File: src/hdl/bps_pkg.sv
// Shared types, widths and constants of the Blinn-Phong fragment shader.
// No dependencies; every other file of the block imports this package.
`timescale 1ns / 1ps
`default_nettype none

package bps_pkg;

   // Configuration port
   localparam int CSR_IDX_W  = 3;
   localparam int CSR_DATA_W = 32;
   localparam logic [CSR_IDX_W-1:0] CSR_LIGHT_X  = 3'd0;
   localparam logic [CSR_IDX_W-1:0] CSR_LIGHT_Y  = 3'd1;
   localparam logic [CSR_IDX_W-1:0] CSR_LIGHT_Z  = 3'd2;
   localparam logic [CSR_IDX_W-1:0] CSR_CAMERA_X = 3'd3;
   localparam logic [CSR_IDX_W-1:0] CSR_CAMERA_Y = 3'd4;
   localparam logic [CSR_IDX_W-1:0] CSR_CAMERA_Z = 3'd5;

   // Field widths
   localparam int POS_W  = 32;   // Q16.16 positions
   localparam int DIFF_W = 33;   // exact position difference
   localparam int NRM_W  = 16;   // Q1.14 vectors
   localparam int TEX_W  = 8;
   localparam int FRAC   = 14;

   // Normalizer internals
   localparam int MAG_W      = 24;               // scaled magnitude, top bit at 23
   localparam int LZ_W       = 6;                // bit position of a DIFF_W word
   localparam int SQ_W       = 2 * MAG_W;
   localparam int SUM_W      = 50;               // three squares, even width
   localparam int ROOT_W     = SUM_W / 2;
   localparam int REM_W      = ROOT_W + 3;
   localparam int QUO_W      = FRAC + 1;         // quotient up to 1.0
   localparam int DREM_W     = ROOT_W + 1;
   localparam int SQRT_STEPS = ROOT_W;
   localparam int DIV_STEPS  = QUO_W;
   localparam int NORM_LAT   = 4 + SQRT_STEPS + 1 + DIV_STEPS + 1;

   // Dot product and color path
   localparam int DOT_LAT  = 2;
   localparam int DOT_W    = 20;
   localparam int SPEC_W   = 17;
   localparam int S2_W     = 20;
   localparam int S3_W     = 23;
   localparam int S6_W     = 32;
   localparam int FACT_W   = 33;
   localparam int PROD_W   = 41;
   localparam int COLOR_LAT = 6;
   localparam int TOTAL_LAT = 1 + NORM_LAT + 1 + NORM_LAT + DOT_LAT + COLOR_LAT;

   localparam logic signed [DOT_W-1:0] LAMBERT_FLOOR = 20'sd3277;   // 0.2 in Q.14
   localparam logic signed [NRM_W-1:0] ONE_Q14       = 16'sd16384;
   localparam logic [PROD_W:0]         AMBIENT_Q14   = (PROD_W+1)'(10) << FRAC;
   localparam logic [TEX_W-1:0]        CHANNEL_MAX   = 8'd255;

   typedef logic [2:0][DIFF_W-1:0] dvec_type;   // signed components
   typedef logic [2:0][NRM_W-1:0]  uvec_type;   // signed Q1.14 components

   typedef struct packed {
      logic [TEX_W-1:0]        texel_red;
      logic [TEX_W-1:0]        texel_green;
      logic [TEX_W-1:0]        texel_blue;
      logic signed [POS_W-1:0] world_x;
      logic signed [POS_W-1:0] world_y;
      logic signed [POS_W-1:0] world_z;
      logic signed [NRM_W-1:0] normal_x;
      logic signed [NRM_W-1:0] normal_y;
      logic signed [NRM_W-1:0] normal_z;
   } frag_type;

   typedef struct packed {
      logic [TEX_W-1:0] shaded_red;
      logic [TEX_W-1:0] shaded_green;
      logic [TEX_W-1:0] shaded_blue;
   } color_type;

   typedef struct packed {
      logic [TEX_W-1:0] red;
      logic [TEX_W-1:0] green;
      logic [TEX_W-1:0] blue;
   } texel_type;

   // Per-fragment data that rides beside the vector math
   typedef struct packed {
      texel_type texel;
      uvec_type  normal;
   } side_type;

endpackage

`default_nettype wire

File: src/hdl/bps_dot.sv
// Two-stage Q1.14 dot product with floor to Q.14.
// Uses bps_pkg for vector types and widths.
`timescale 1ns / 1ps
`default_nettype none

module bps_dot import bps_pkg::*; (
   input  logic                    clock,
   input  logic                    reset,
   input  logic                    in_valid,
   input  uvec_type                in_a,
   input  uvec_type                in_b,
   output logic                    out_valid,
   output logic signed [DOT_W-1:0] out_dot
);

   logic signed [2*NRM_W-1:0] prod_ff [3];
   logic signed [2*NRM_W+1:0] sum_c;
   logic signed [DOT_W-1:0]   dot_ff;
   logic                      v1_ff, v2_ff;

   // Sum of products, arithmetic shift is the floor
   assign sum_c = (2*NRM_W+2)'(prod_ff[0]) + (2*NRM_W+2)'(prod_ff[1]) +
                  (2*NRM_W+2)'(prod_ff[2]);

   always_ff @(posedge clock) begin
      if (reset) begin
         v1_ff <= 1'b0;
         v2_ff <= 1'b0;
      end else begin
         v1_ff <= in_valid;
         v2_ff <= v1_ff;
      end
   end

   always_ff @(posedge clock) begin
      for (int i = 0; i < 3; i++) prod_ff[i] <= $signed(in_a[i]) * $signed(in_b[i]);
      dot_ff <= DOT_W'(sum_c >>> FRAC);
   end

   assign out_valid = v2_ff;
   assign out_dot   = dot_ff;

endmodule

`default_nettype wire

File: config.mk
export PLATFORM = sky130hd
export DESIGN_NAME = bps_dot
export DESIGN_NICKNAME = d
export VERILOG_FILES = /design/src/hdl/bps_pkg.sv /design/src/hdl/bps_dot.sv
export SDC_FILE = /design/constraint.sdc
export NUM_CORES = 2
export LEC_CHECK = 0
export BUFFER_PORTS_ARGS = -buffer_cell sky130_fd_sc_hd__buf_2
export CORE_MARGIN = 3
export CORE_UTILIZATION = 50
export DETAILED_ROUTE_END_ITERATION = 8
export PLACE_DENSITY_LB_ADDON = 0.3
export SETUP_SLACK_MARGIN = 0.2
export SYNTH_ARGS = -nofsm -noshare
export SYNTH_HDL_FRONTEND = slang
export SYNTH_SLANG_ARGS = --single-unit
File: constraint.sdc
create_clock -name clock -period 7.15 [get_ports clock]
set_input_delay 0.715 -clock clock [delete_from_list [all_inputs] [get_ports clock]]
set_output_delay 0.715 -clock clock [all_outputs]
set_load 0.005 [all_outputs]
### After elaboration in Yosys (flattened, before gate mapping)

Memory sizes are Yosys's and may differ from the RTL's.
Cells that the tools add are included.
W data, S select, Z words.

* logic and storage cells: 9
* memory bits (writable): 96
* input bits: 99
* register bits after elaboration: 22
* memories kept: 1
* output and inout port bits: 21

* $add $sub $neg: 2
* multiply operators: 3

Memory list
* prod_ff: words 3, width 32, rd ports 3, clocked after Yosys merged registers in 0, write ports 3, RTL line bps_dot.sv:16 `logic signed [2*NRM_W-1:0] prod_ff [3];`

Operator list (count)
* $mul A16 B16 Y32: 3
* $add A33 B32 Y34: 1
* $add A32 B32 Y33: 1

### Depth between registers and ports, before layout

* depth in word-level cells: 2
* depth in mapped cells: 23
* depth with buffers taken out: 21

### Least setup slack after synthesis

No wires, ideal clock.

* kind: input to register
* start point: input in_a[31] (netlist bit)
* end point: memory prod_ff[0][63] (netlist bit)
* setup time: 0.103 ns
* arrival: 6.360 ns
* path slack: 0.686 ns
* required time: 7.047 ns
* buffers on the path: 1
* stages: 20
* path through: clkbuf_1 > nand2_1 > inv_1 > fa_1 > fa_1 > fa_1 > fa_1 > fa_1 > inv_1 > fa_1 > inv_1 > ha_1 > o21a_1 > o21a_1 > a21oi_2 > and2_4 > o21ai_2 > o41ai_4 > mux2i_1 > a2111oi_2

RTL lines
* from (decl): RTL line bps_dot.sv:10 `input uvec_type in_a,`
* to (decl): RTL line bps_dot.sv:16

==> results.md <==
- Status: complete, no violations
- Placement-stage cell area: 0.0350 mm²
- Synth Register Bits: 118
- Io pins: 120
- Gpl congestion: 0.926
- Met1 GRT Util: 0.326
- Worst hold path type: reg2reg
- CP endpoint kind: flip-flop
- Worst reg-to-reg path cell count: 10
- RSZ-0062 raised after global routing: false
- GR Layer Usage met2: 0.374
- WHS Path Cells: 1
- CTS resizes: 0
- Yosys warning count: 0
- CTS Root Buffer Type: clkbuf_16
- Fraction of registers with async set or reset after synthesis: 0
- Die width: 265 µm
- PortBufs: 119
- Pin count of the biggest net entering global routing: 17
- Fin nets: 4790
- Clk buf depth: 2
- Final wirelength: 75100 µm
- Crit path launch type: primary input
- Main synth FF type: dfxtp_1
- Top-count cell post-synth: inv_1
- Filler cells: 5997
- Gr busiest metal: met2
- Initial Util: 0.508
- Syn Nets: 4744
- Initial antenna violation count: 2
- Die H: 265 µm
- Core area: 0.0662 mm²
- WP data required: 7.47 ns
- DR DRC count: 0
- Clock Sinks: 118
- CTS Hold Buffers Added: 0
- Worst path arrival time: 6.67 ns
- DRT Pass-1 Iters: 5
- Final Skew: 0.0133 ns
- CTS tree: done
- Tmin final: 6.35 ns
- Synth unique cells: 70
- Largest area contributor in the netlist: fa_1
- Synthesis-to-finish area growth: 5.75%
- Max Clk Rate: 158 MHz
- Layout Utilization: 0.537
- Synth area leaders: fa_1 (49%), ha_1 (10%), inv_1 (9.5%)
- Vias in the first global route: 24931
- CP Class: in2reg
- First-pass GRT wire length: 129000 µm
- Site row count: 94
- Post-DRT Antenna Nets: 0
- Post-synthesis sequential area ratio: 0.0702
- Slew headroom: 0.570
- Final setup fails: 0
- Vias: 22980
- Post-synth top area share: 0.486
- Grt ovf: 0
- MaxCap Viol Count: 0
- DP HPWL: 63500 µm
- WL per Instance: 16.8 µm
- Share of layout cells above drive strength 1: 0.0507
- Total track usage: 0.228
- Number of synthesized flops with an enable pin: 0
- Final Hold Fails: 0
- Clk_lat worst skew: 0.43 ns
- Most frequent cells after synthesis: inv_1 (852), fa_1 (817), nand2_1 (400)
- Synth Cell Area: 0.0336 mm²
- Syn_area_per_cell: 9.48 µm²
- Die area: 0.0704 mm²
- TNS Setup: 0 ns
- DRT iter0 DRCs: 1199
- Worst Path Max Fanout: 16
- H-tree levels: 4
- Via-per-instance ratio: 5.14
- Met3 usage: 0.0335
- Gate Count Post-Synth: 3550
- Max-slew violation count: 0
- Post-CTS setup buffers: 0
- Fin crit share: 0.888
- Slew of the pin with the lowest slew margin: 0.645 ns
- Clock slew at reported path FFs: 0.06 ns
- Post-Layout Inst Area: 0.0356 mm²
- Total CTS buffers: 17
## area by class of cell
type                    count  area, µm²  area share
multi-input cells        2480      27700       0.779
clock buffers              18        429      0.0121
flip-flops and latches    118       2360      0.0664
clock inverters            13        150     0.00422
repair buffers            127        656      0.0184
inverters                 852       3200      0.0899
diodes                      1       2.50   0.0000703
well taps                 864       1080      0.0304
## placed cells by master, fill, tap and decap left out, types with 10 or more instances in the layout
| cell | n |
|---|---|
| a211oi_1 | 10 |
| a21o_1 | 41 |
| a21oi_1 | 75 |
| and2_1 | 375 |
| and3_1 | 15 |
| buf_2 | 119 |
| clkbuf_16 | 17 |
| dfxtp_1 | 118 |
| fa_1 | 817 |
| ha_1 | 278 |
| inv_1 | 852 |
| nand2_1 | 400 |
| nand2b_1 | 22 |
| nand3_1 | 23 |
| nor2_1 | 102 |
| nor2b_1 | 11 |
| nor3_1 | 22 |
| o211ai_1 | 10 |
| o21a_1 | 16 |
| o21ai_0 | 36 |
| o21ai_1 | 14 |
| o21bai_1 | 11 |
| xnor2_1 | 98 |
| xor2_1 | 20 |
## per-stage QoR
stage	hold WS [ns]	cells	setup slack (ns)
6_report	0.436	4473	0.802
5_1_grt	0.455	4473	0.465
4_1_cts	0.437	4472	0.802
3_5_place_dp	0.430	4441	0.417
3_3_place_gp	0.422	4441	0.515
2_1_floorplan	0.414	3550	0.686
## critical path, stage by stage
cell and delay (ns):
buf_2 0.29, nand2_1 0.16, inv_1 0.15, fa_1 0.54, fa_1 0.68, fa_1 0.56
fa_1 0.52, fa_1 0.50, inv_1 0.05, fa_1 0.49, inv_1 0.05, ha_1 0.35
o21a_1 0.19, o21a_1 0.20, a21oi_2 0.15, and2_4 0.16, o21ai_2 0.08, o41ai_4 0.33
mux2i_1 0.14, a2111oi_2 0.36
## per-layer routing
metal | vias up | wire, µm
met3 | 84 | 3970
met4 | 2 | 1340
met5 | - | 9
met2 | 566 | 35700
li1 | 10583 | -
met1 | 11745 | 34100
## flip-flops by register name, indices dropped and copies added, names as in the netlist
| signal | flops |
|---|---|
| out_dot | 20 |
| v1_ff | 1 |
| prod_ff | 96 |
| out_valid | 1 |
## kinds of logic after synthesis
logic type,count (synthesis),share of synthesized area
muxes,4,0.00123
buffers and inverters,952,0.106
and+or+nand+nor,993,0.147
adders and majority gates,1095,0.590
xor gates and xnor gates,118,0.0307
DFF,118,0.0702
AOI/OAI and AO/OA,270,0.0552
## path summary, 6_finish.rpt
path / startpoint / to / slack (ns)
hold / removal: v1_ff / out_valid / 0.44
hold reg to reg: v1_ff / out_valid / 0.44
setup reg to reg: prod_ff[0][12] / out_dot[17] / 3.94
setup / recovery: in_b[17] / prod_ff[0][63] / 0.80
Power is not shown: default switching activity piles up to over one toggle a cycle in this logic, so the estimate is an artifact.
