==> src/hdl/bps_pkg.sv <==
// Shared types, widths and constants of the Blinn-Phong fragment shader.
// No dependencies; every other file of the block imports this package.
`timescale 1ns / 1ps
`default_nettype none

package bps_pkg;

   // Configuration port
   localparam int CSR_IDX_W  = 3;
   localparam int CSR_DATA_W = 32;
   localparam logic [CSR_IDX_W-1:0] CSR_LIGHT_X  = 3'd0;
   localparam logic [CSR_IDX_W-1:0] CSR_LIGHT_Y  = 3'd1;
   localparam logic [CSR_IDX_W-1:0] CSR_LIGHT_Z  = 3'd2;
   localparam logic [CSR_IDX_W-1:0] CSR_CAMERA_X = 3'd3;
   localparam logic [CSR_IDX_W-1:0] CSR_CAMERA_Y = 3'd4;
   localparam logic [CSR_IDX_W-1:0] CSR_CAMERA_Z = 3'd5;

   // Field widths
   localparam int POS_W  = 32;   // Q16.16 positions
   localparam int DIFF_W = 33;   // exact position difference
   localparam int NRM_W  = 16;   // Q1.14 vectors
   localparam int TEX_W  = 8;
   localparam int FRAC   = 14;

   // Normalizer internals
   localparam int MAG_W      = 24;               // scaled magnitude, top bit at 23
   localparam int LZ_W       = 6;                // bit position of a DIFF_W word
   localparam int SQ_W       = 2 * MAG_W;
   localparam int SUM_W      = 50;               // three squares, even width
   localparam int ROOT_W     = SUM_W / 2;
   localparam int REM_W      = ROOT_W + 3;
   localparam int QUO_W      = FRAC + 1;         // quotient up to 1.0
   localparam int DREM_W     = ROOT_W + 1;
   localparam int SQRT_STEPS = ROOT_W;
   localparam int DIV_STEPS  = QUO_W;
   localparam int NORM_LAT   = 4 + SQRT_STEPS + 1 + DIV_STEPS + 1;

   // Dot product and color path
   localparam int DOT_LAT  = 2;
   localparam int DOT_W    = 20;
   localparam int SPEC_W   = 17;
   localparam int S2_W     = 20;
   localparam int S3_W     = 23;
   localparam int S6_W     = 32;
   localparam int FACT_W   = 33;
   localparam int PROD_W   = 41;
   localparam int COLOR_LAT = 6;
   localparam int TOTAL_LAT = 1 + NORM_LAT + 1 + NORM_LAT + DOT_LAT + COLOR_LAT;

   localparam logic signed [DOT_W-1:0] LAMBERT_FLOOR = 20'sd3277;   // 0.2 in Q.14
   localparam logic signed [NRM_W-1:0] ONE_Q14       = 16'sd16384;
   localparam logic [PROD_W:0]         AMBIENT_Q14   = (PROD_W+1)'(10) << FRAC;
   localparam logic [TEX_W-1:0]        CHANNEL_MAX   = 8'd255;

   typedef logic [2:0][DIFF_W-1:0] dvec_type;   // signed components
   typedef logic [2:0][NRM_W-1:0]  uvec_type;   // signed Q1.14 components

   typedef struct packed {
      logic [TEX_W-1:0]        texel_red;
      logic [TEX_W-1:0]        texel_green;
      logic [TEX_W-1:0]        texel_blue;
      logic signed [POS_W-1:0] world_x;
      logic signed [POS_W-1:0] world_y;
      logic signed [POS_W-1:0] world_z;
      logic signed [NRM_W-1:0] normal_x;
      logic signed [NRM_W-1:0] normal_y;
      logic signed [NRM_W-1:0] normal_z;
   } frag_type;

   typedef struct packed {
      logic [TEX_W-1:0] shaded_red;
      logic [TEX_W-1:0] shaded_green;
      logic [TEX_W-1:0] shaded_blue;
   } color_type;

   typedef struct packed {
      logic [TEX_W-1:0] red;
      logic [TEX_W-1:0] green;
      logic [TEX_W-1:0] blue;
   } texel_type;

   // Per-fragment data that rides beside the vector math
   typedef struct packed {
      texel_type texel;
      uvec_type  normal;
   } side_type;

endpackage

`default_nettype wire

==> src/hdl/bps_color.sv <==
// Specular power six, lighting factor and per-channel shading with saturation.
// Six register stages; uses bps_pkg.
`timescale 1ns / 1ps
`default_nettype none

module bps_color import bps_pkg::*; (
   input  logic              clock,
   input  logic              reset,
   input  logic              in_valid,
   input  logic [SPEC_W-1:0] in_spec,
   input  logic [SPEC_W-1:0] in_lam,
   input  texel_type         in_texel,
   output logic              out_valid,
   output color_type         out_color
);

   logic [COLOR_LAT-1:0] v_ff;

   logic [S2_W-1:0]   s2_ff;
   logic [S3_W-1:0]   s3_ff;
   logic [S6_W-1:0]   s6_ff;
   logic [FACT_W-1:0] fact_ff;
   logic [SPEC_W-1:0] spec1_ff;
   logic [SPEC_W-1:0] lam1_ff, lam2_ff, lam3_ff;
   texel_type         tex1_ff, tex2_ff, tex3_ff, tex4_ff;
   logic [2:0][PROD_W-1:0] prod_ff;
   color_type         color_ff;

   logic [2*SPEC_W-1:0]    p2_c;
   logic [S2_W+SPEC_W-1:0] p3_c;
   logic [2*S3_W-1:0]      p6_c;
   logic [2:0][TEX_W-1:0]  tex_c;
   color_type              color_in;

   assign p2_c  = (2*SPEC_W)'(in_spec) * (2*SPEC_W)'(in_spec);
   assign p3_c  = (S2_W+SPEC_W)'(s2_ff) * (S2_W+SPEC_W)'(spec1_ff);
   assign p6_c  = (2*S3_W)'(s3_ff) * (2*S3_W)'(s3_ff);
   assign tex_c = {tex4_ff.red, tex4_ff.green, tex4_ff.blue};

   // Add ambient, drop the fraction, saturate
   always_comb begin
      logic [PROD_W:0]        ch;
      logic [PROD_W-FRAC:0]   whole;
      logic [2:0][TEX_W-1:0]  sat;
      for (int i = 0; i < 3; i++) begin
         ch     = (PROD_W+1)'(prod_ff[i]) + AMBIENT_Q14;
         whole  = (PROD_W-FRAC+1)'(ch >> FRAC);
         sat[i] = (whole > (PROD_W-FRAC+1)'(CHANNEL_MAX)) ? CHANNEL_MAX : whole[TEX_W-1:0];
      end
      color_in.shaded_red   = sat[2];
      color_in.shaded_green = sat[1];
      color_in.shaded_blue  = sat[0];
   end

   always_ff @(posedge clock) begin
      if (reset) begin
         v_ff <= '0;
      end else begin
         v_ff <= {v_ff[COLOR_LAT-2:0], in_valid};
      end
   end

   always_ff @(posedge clock) begin
      // s^2
      s2_ff    <= S2_W'(p2_c >> FRAC);
      spec1_ff <= in_spec;
      lam1_ff  <= in_lam;
      tex1_ff  <= in_texel;
      // s^3
      s3_ff    <= S3_W'(p3_c >> FRAC);
      lam2_ff  <= lam1_ff;
      tex2_ff  <= tex1_ff;
      // s^6
      s6_ff    <= S6_W'(p6_c >> FRAC);
      lam3_ff  <= lam2_ff;
      tex3_ff  <= tex2_ff;
      // diffuse plus specular
      fact_ff  <= FACT_W'(lam3_ff) + FACT_W'(s6_ff);
      tex4_ff  <= tex3_ff;
      // texel times factor
      for (int i = 0; i < 3; i++) prod_ff[i] <= PROD_W'(tex_c[i]) * PROD_W'(fact_ff);
      color_ff <= color_in;
   end

   assign out_valid = v_ff[COLOR_LAT-1];
   assign out_color = color_ff;

endmodule

`default_nettype wire

==> config.mk <==
export PLATFORM = sky130hd
export DESIGN_NAME = bps_color
export DESIGN_NICKNAME = d
export VERILOG_FILES = /design/src/hdl/bps_pkg.sv /design/src/hdl/bps_color.sv
export SDC_FILE = /design/constraint.sdc
export NUM_CORES = 2
export LEC_CHECK = 0
export BUFFER_PORTS_ARGS = -buffer_cell sky130_fd_sc_hd__buf_2
export CAP_MARGIN = 15
export CORE_MARGIN = 2
export CORE_UTILIZATION = 58
export CTS_CLUSTER_SIZE = 40
export DETAILED_ROUTE_END_ITERATION = 12
export PLACE_DENSITY = 0.72
export SKIP_CTS_REPAIR_TIMING = 1
export SLEW_MARGIN = 20
export SYNTH_ARGS = -nofsm -noshare
export SYNTH_HDL_FRONTEND = slang
export SYNTH_SLANG_ARGS = --single-unit
==> constraint.sdc <==
create_clock -name clock -period 9.9 [get_ports clock]
set_input_delay 0 -clock clock [delete_from_list [all_inputs] [get_ports clock]]
set_output_delay 0 -clock clock [all_outputs]
set_load 0.02 [all_outputs]
After elaboration in Yosys (flattened, before gate mapping)

Index checks and enable logic that the tools add are counted.

Register bits: 425
Bits of input ports: 61
Output and inout bits: 25
Word-level logic and storage cells: 40

$add $sub $neg: 4
Multipliers: 6
$lt $le $gt $ge: 3

Operators by type and width:

| kind                                                 | number |
|---|---|
| adder 41 x 18 -> 42 bit (second input constant)      | 3 |
| multiplier 8 x 33 -> 41 bit                          | 3 |
| > comparator 28 x 8 -> 1 bit (second input constant) | 3 |
| multiplier 23 x 23 -> 46 bit                         | 1 |
| multiplier 20 x 17 -> 37 bit                         | 1 |
| multiplier 17 x 17 -> 34 bit                         | 1 |
| adder 17 x 32 -> 33 bit                              | 1 |

Logic depth before layout (Yosys ltp)

Word-level depth: 2
Mapped depth: 27
Gate-level depth less buffers: 26

Worst setup path after synthesis

Ideal clock, no wire load.

Kind: reg2reg
From: reg s3_ff[6]
To: reg s6_ff[21]
Library setup time: 62 ps
Arrival time: 7027 ps
Required time: 9838 ps
Setup slack: 2810 ps
Cell stages (with the launch flop): 27
Path buffers: 2
Clock period less this slack: 7090 ps
Cells stage by stage: dfxtp_1 clkbuf_1 clkbuf_1 nand2_1 fa_1 inv_1 fa_1 inv_1 fa_1 inv_1 fa_1 inv_1 fa_1 inv_1 fa_1 fa_1 ha_1 a21oi_1 o21ai_0 nor3b_1 o311a_1 a211o_1 o311ai_0 a21oi_1 nand2b_1 a2111oi_0 nand3b_1

Word-level cells in the longest chain between the ends: 1

Ends and longest elaborated chain:

| what                         | RTL line        | RTL |
|---|---|---|
| start: declaration           | bps_color.sv:20 | `logic [S3_W-1:0] s3_ff;` |
| start signal: assignment     | bps_color.sv:70 | `s3_ff <= S3_W'(p3_c >> FRAC);` |
| multiplier 23 x 23 -> 46 bit | bps_color.sv:37 | `assign p6_c = (2*S3_W)'(s3_ff) * (2*S3_W)'(s3_ff);` |
| net p6_c[35]                 | bps_color.sv:31 | `logic [2*S3_W-1:0] p6_c;` |
| end signal: assignment       | bps_color.sv:74 | `s6_ff <= S6_W'(p6_c >> FRAC);` |
| end: declaration             | bps_color.sv:21 | `logic [S6_W-1:0] s6_ff;` |

The timed path passes the listed nets, and every way through them passes these cells.
A chain may end at the register's enable or synchronous reset.

Worst setup path in the final report

From: reg s3_ff[7]
To: reg s6_ff[21]

Same word-level chain as after synthesis.

==> impl_results.md <==
- Total routed wirelength: 144 mm
- Max clock buf depth: 3
- Failing checks: negative hold slack
- RD Place Congestion: 0.889
- Die area: 0.113 mm^2
- Non-Filler Instances: 8389
- Synth Area in Compound Gates: 4.39%
- I/O pin count: 86
- Worst Path Arrival: 8.45 ns
- CTS Root Cell: clkbuf_16
- Die height: 337 um
- Clock buffer count from CTS: 46
- Crit Path Class: reg -> reg
- # nets final: 8910
- GRT Resource Usage Total: 26.7%
- Setup violators final: 0
- RSZ-0062 raised after global routing: no
- Multiplexer area fraction after synthesis: 0.195%
- Syn nets: 8893
- Status: finished, violations left
- Xor and xnor area share after synthesis: 2.82%
- Post-Synth Simple-Gate Area: 15.3%
- # fillers: 9243
- Detailed Route Iter0 Violations: 2116
- Crit end category: flip-flop
- Placed Instances: 8221
- Post-synthesis sequential area ratio: 11.9%
- Adder-Cell Fraction of Synth Area: 54.9%
- Fin Setup TNS: 0 ns
- Critical Path RT: 10.48 ns
- Number of distinct library cells after synthesis: 82
- Post-synth EDFFs: 0
- DR vias/cell: 5.35
- Tightest Pin Transition: 1.13 ns
- Tmin final: 7.87 ns
- Drt drc: 0
- Fin crit share: 79.5%
- Final ANT Viol Nets: 0
- Starting Density: 58.3%
- Synthesis-stage register bit count: 383
- Hold Path Class: in -> reg
- Area Overhead vs Synth: 6.55%
- Hold WS: -0.00120 ns
- Die W: 337 um
- Total of max-cap violations: 0
- Max frequency: 127 MHz
- Register-to-Register Path Depth: 24
- Crit-path max FO: 22
- Max Slew Vio Count: 0
- CTS tree: built
- Remaining Overflow, GRT: 0
- Worst-skew pair later-pin latency: 0.64 ns
- Synthesized area per cell: 9.38 um^2
- Max H-tree Level: 2
- Std cell rows: 122
- Hold Vio Cnt, Final: 1
- Vias in the first global route: 49067
- Largest family of logic cells by synthesized area: adder cells
- Most frequent cells in the layout: 1524 x inv_1, 1397 x fa_1, 992 x nand2_1
- Largest net degree at the start of global routing: 34
- Port buffer count: 85
- Core Footprint: 0.110 mm^2
- Worst Skew: 0.0227 ns
- Layout cell share with drive strength beyond 1: 3.90%
- Drt pass-1 iters: 7
- Sink Count: 383
- Rel. slew slack: 24.3%
- Initial antenna violation count: 2
- Top_reg_cell synth: dfxtp_1
- HPWL after detailed placement: 113 mm
- Syn Std Cell Area: 0.0643 mm^2
- Most common cell after layout, fill and taps aside: inv_1
- Critical Path Source Type: flip-flop
- WL per Instance: 17.2 um
- Clock transition at path regs: 0.06 ns
- First-pass GRT wire length: 242 mm
- Hold depth: 2
- Post-Syn Instances: 6849
- Vias post-DR: 44874
- YS warnings: 0
- Fraction of registers with async set/reset: 0%
==> through the flow <==
| step | setup slack (ns) | util, % | instance area [um^2] |
|---|---|---|---|
| after global placement | 2.24 | 59.9 | 66000 |
| after detailed placement | 2.09 | 59.9 | 66000 |
| after CTS | 2.07 | 61.4 | 67600 |
| after floorplan | 2.81 | - | 64300 |
| final | 2.03 | 62.1 | 68500 |
| after global routing | 1.61 | 62.1 | 68500 |
==> synthesized netlist by cell type (all sizes together), types with 4 or more instances <==
library cell / n / area share (%)
a2111oi: 8 / 0.15
a211o: 4 / 0.055
a211oi: 10 / 0.13
a21boi: 4 / 0.047
a21o: 57 / 0.67
a21oi: 140 / 1.1
a221o: 4 / 0.062
a221oi: 5 / 0.068
a311oi: 4 / 0.055
a31oi: 14 / 0.14
and2: 592 / 5.8
and3: 32 / 0.31
and4: 8 / 0.11
buf: 7 / 0.043
clkbuf: 260 / 1.5
dfxtp: 383 / 12
fa: 1397 / 44
ha: 586 / 11
inv: 1524 / 8.9
mux2: 4 / 0.070
mux2i: 8 / 0.12
nand2: 993 / 5.8
nand2b: 27 / 0.26
nand3: 53 / 0.41
nand3b: 7 / 0.082
nand4: 36 / 0.35
nor2: 170 / 1.0
nor2b: 32 / 0.31
nor3: 47 / 0.37
nor4: 10 / 0.097
o211ai: 7 / 0.082
o21a: 21 / 0.25
o21ai: 76 / 0.59
o21bai: 16 / 0.19
o22ai: 6 / 0.058
o311a: 5 / 0.078
o31ai: 15 / 0.18
or2: 18 / 0.18
or3: 9 / 0.088
xnor2: 123 / 1.7
xor2: 84 / 1.1
==> flip-flops by register name, summed over array words and instances (netlist names) <==
signal,flops
tex1_ff,24
s6_ff,32
s2_ff,20
tex3_ff,24
tex4_ff,24
lam2_ff,17
prod_ff,81
spec1_ff,17
lam1_ff,17
tex2_ff,24
fact_ff,33
lam3_ff,17
out_color,24
v_ff,6
s3_ff,23
==> final cells by class <==
cell class                 instances  area [um^2]  area share [%]
clock buffer                      58         1260            1.83
clock inverter                    24          320           0.468
inverter                        1525         5720            8.36
antenna                            1         2.50         0.00365
multi-input combinational       4674        49900            72.8
sequential                       383         7670            11.2
timing repair buffer             236         1770            2.59
tap                             1488         1860            2.72
==> routing by layer <==
layer	global-route usage (%)	routed length, um
met1	33.1	57500
met2	46.9	71800
met3	4.37	9270
met4	9.71	5750
met5	0	9
==> worst paths after layout <==
path                                  start           to  slack, ns
worst max-delay path               s3_ff[7]    s6_ff[21]       2.03
worst min-delay path             in_lam[13]  lam1_ff[13]     -0.001
worst min register to register  tex1_ff[16]  tex2_ff[16]       0.32
worst max register to register     s3_ff[7]    s6_ff[21]       2.03
==> worst max-delay path, cell delays in order (launching register included) <==
cell       delay, ns
dfxtp_1         0.99
nand2_1         0.18
fa_1            0.63
inv_1           0.07
fa_1            0.50
inv_1           0.05
fa_1            0.48
inv_1           0.05
fa_1            0.50
inv_1           0.06
fa_1            0.53
inv_1           0.05
fa_1            0.39
fa_1            0.48
ha_1            0.37
a21oi_1         0.15
o21ai_0         0.14
nor3b_1         0.18
o311a_1         0.32
a211o_1         0.35
o311ai_0        0.44
a21oi_1         0.11
nand2b_1        0.22
a2111oi_0       0.40
nand3b_1        0.15
==> cells by family after synthesis <==
group                    after synthesis
multiplexers                          12
adder cells (fa/ha/maj)             1983
AO/OA/AOI/OAI                        429
AND/OR/NAND/NOR                     2043
XOR/XNOR                             207
flip-flops                           383
buffers and inverters               1792
Power is not shown: default switching activity piles up to over one toggle a cycle in this logic, so the estimate is an artifact.
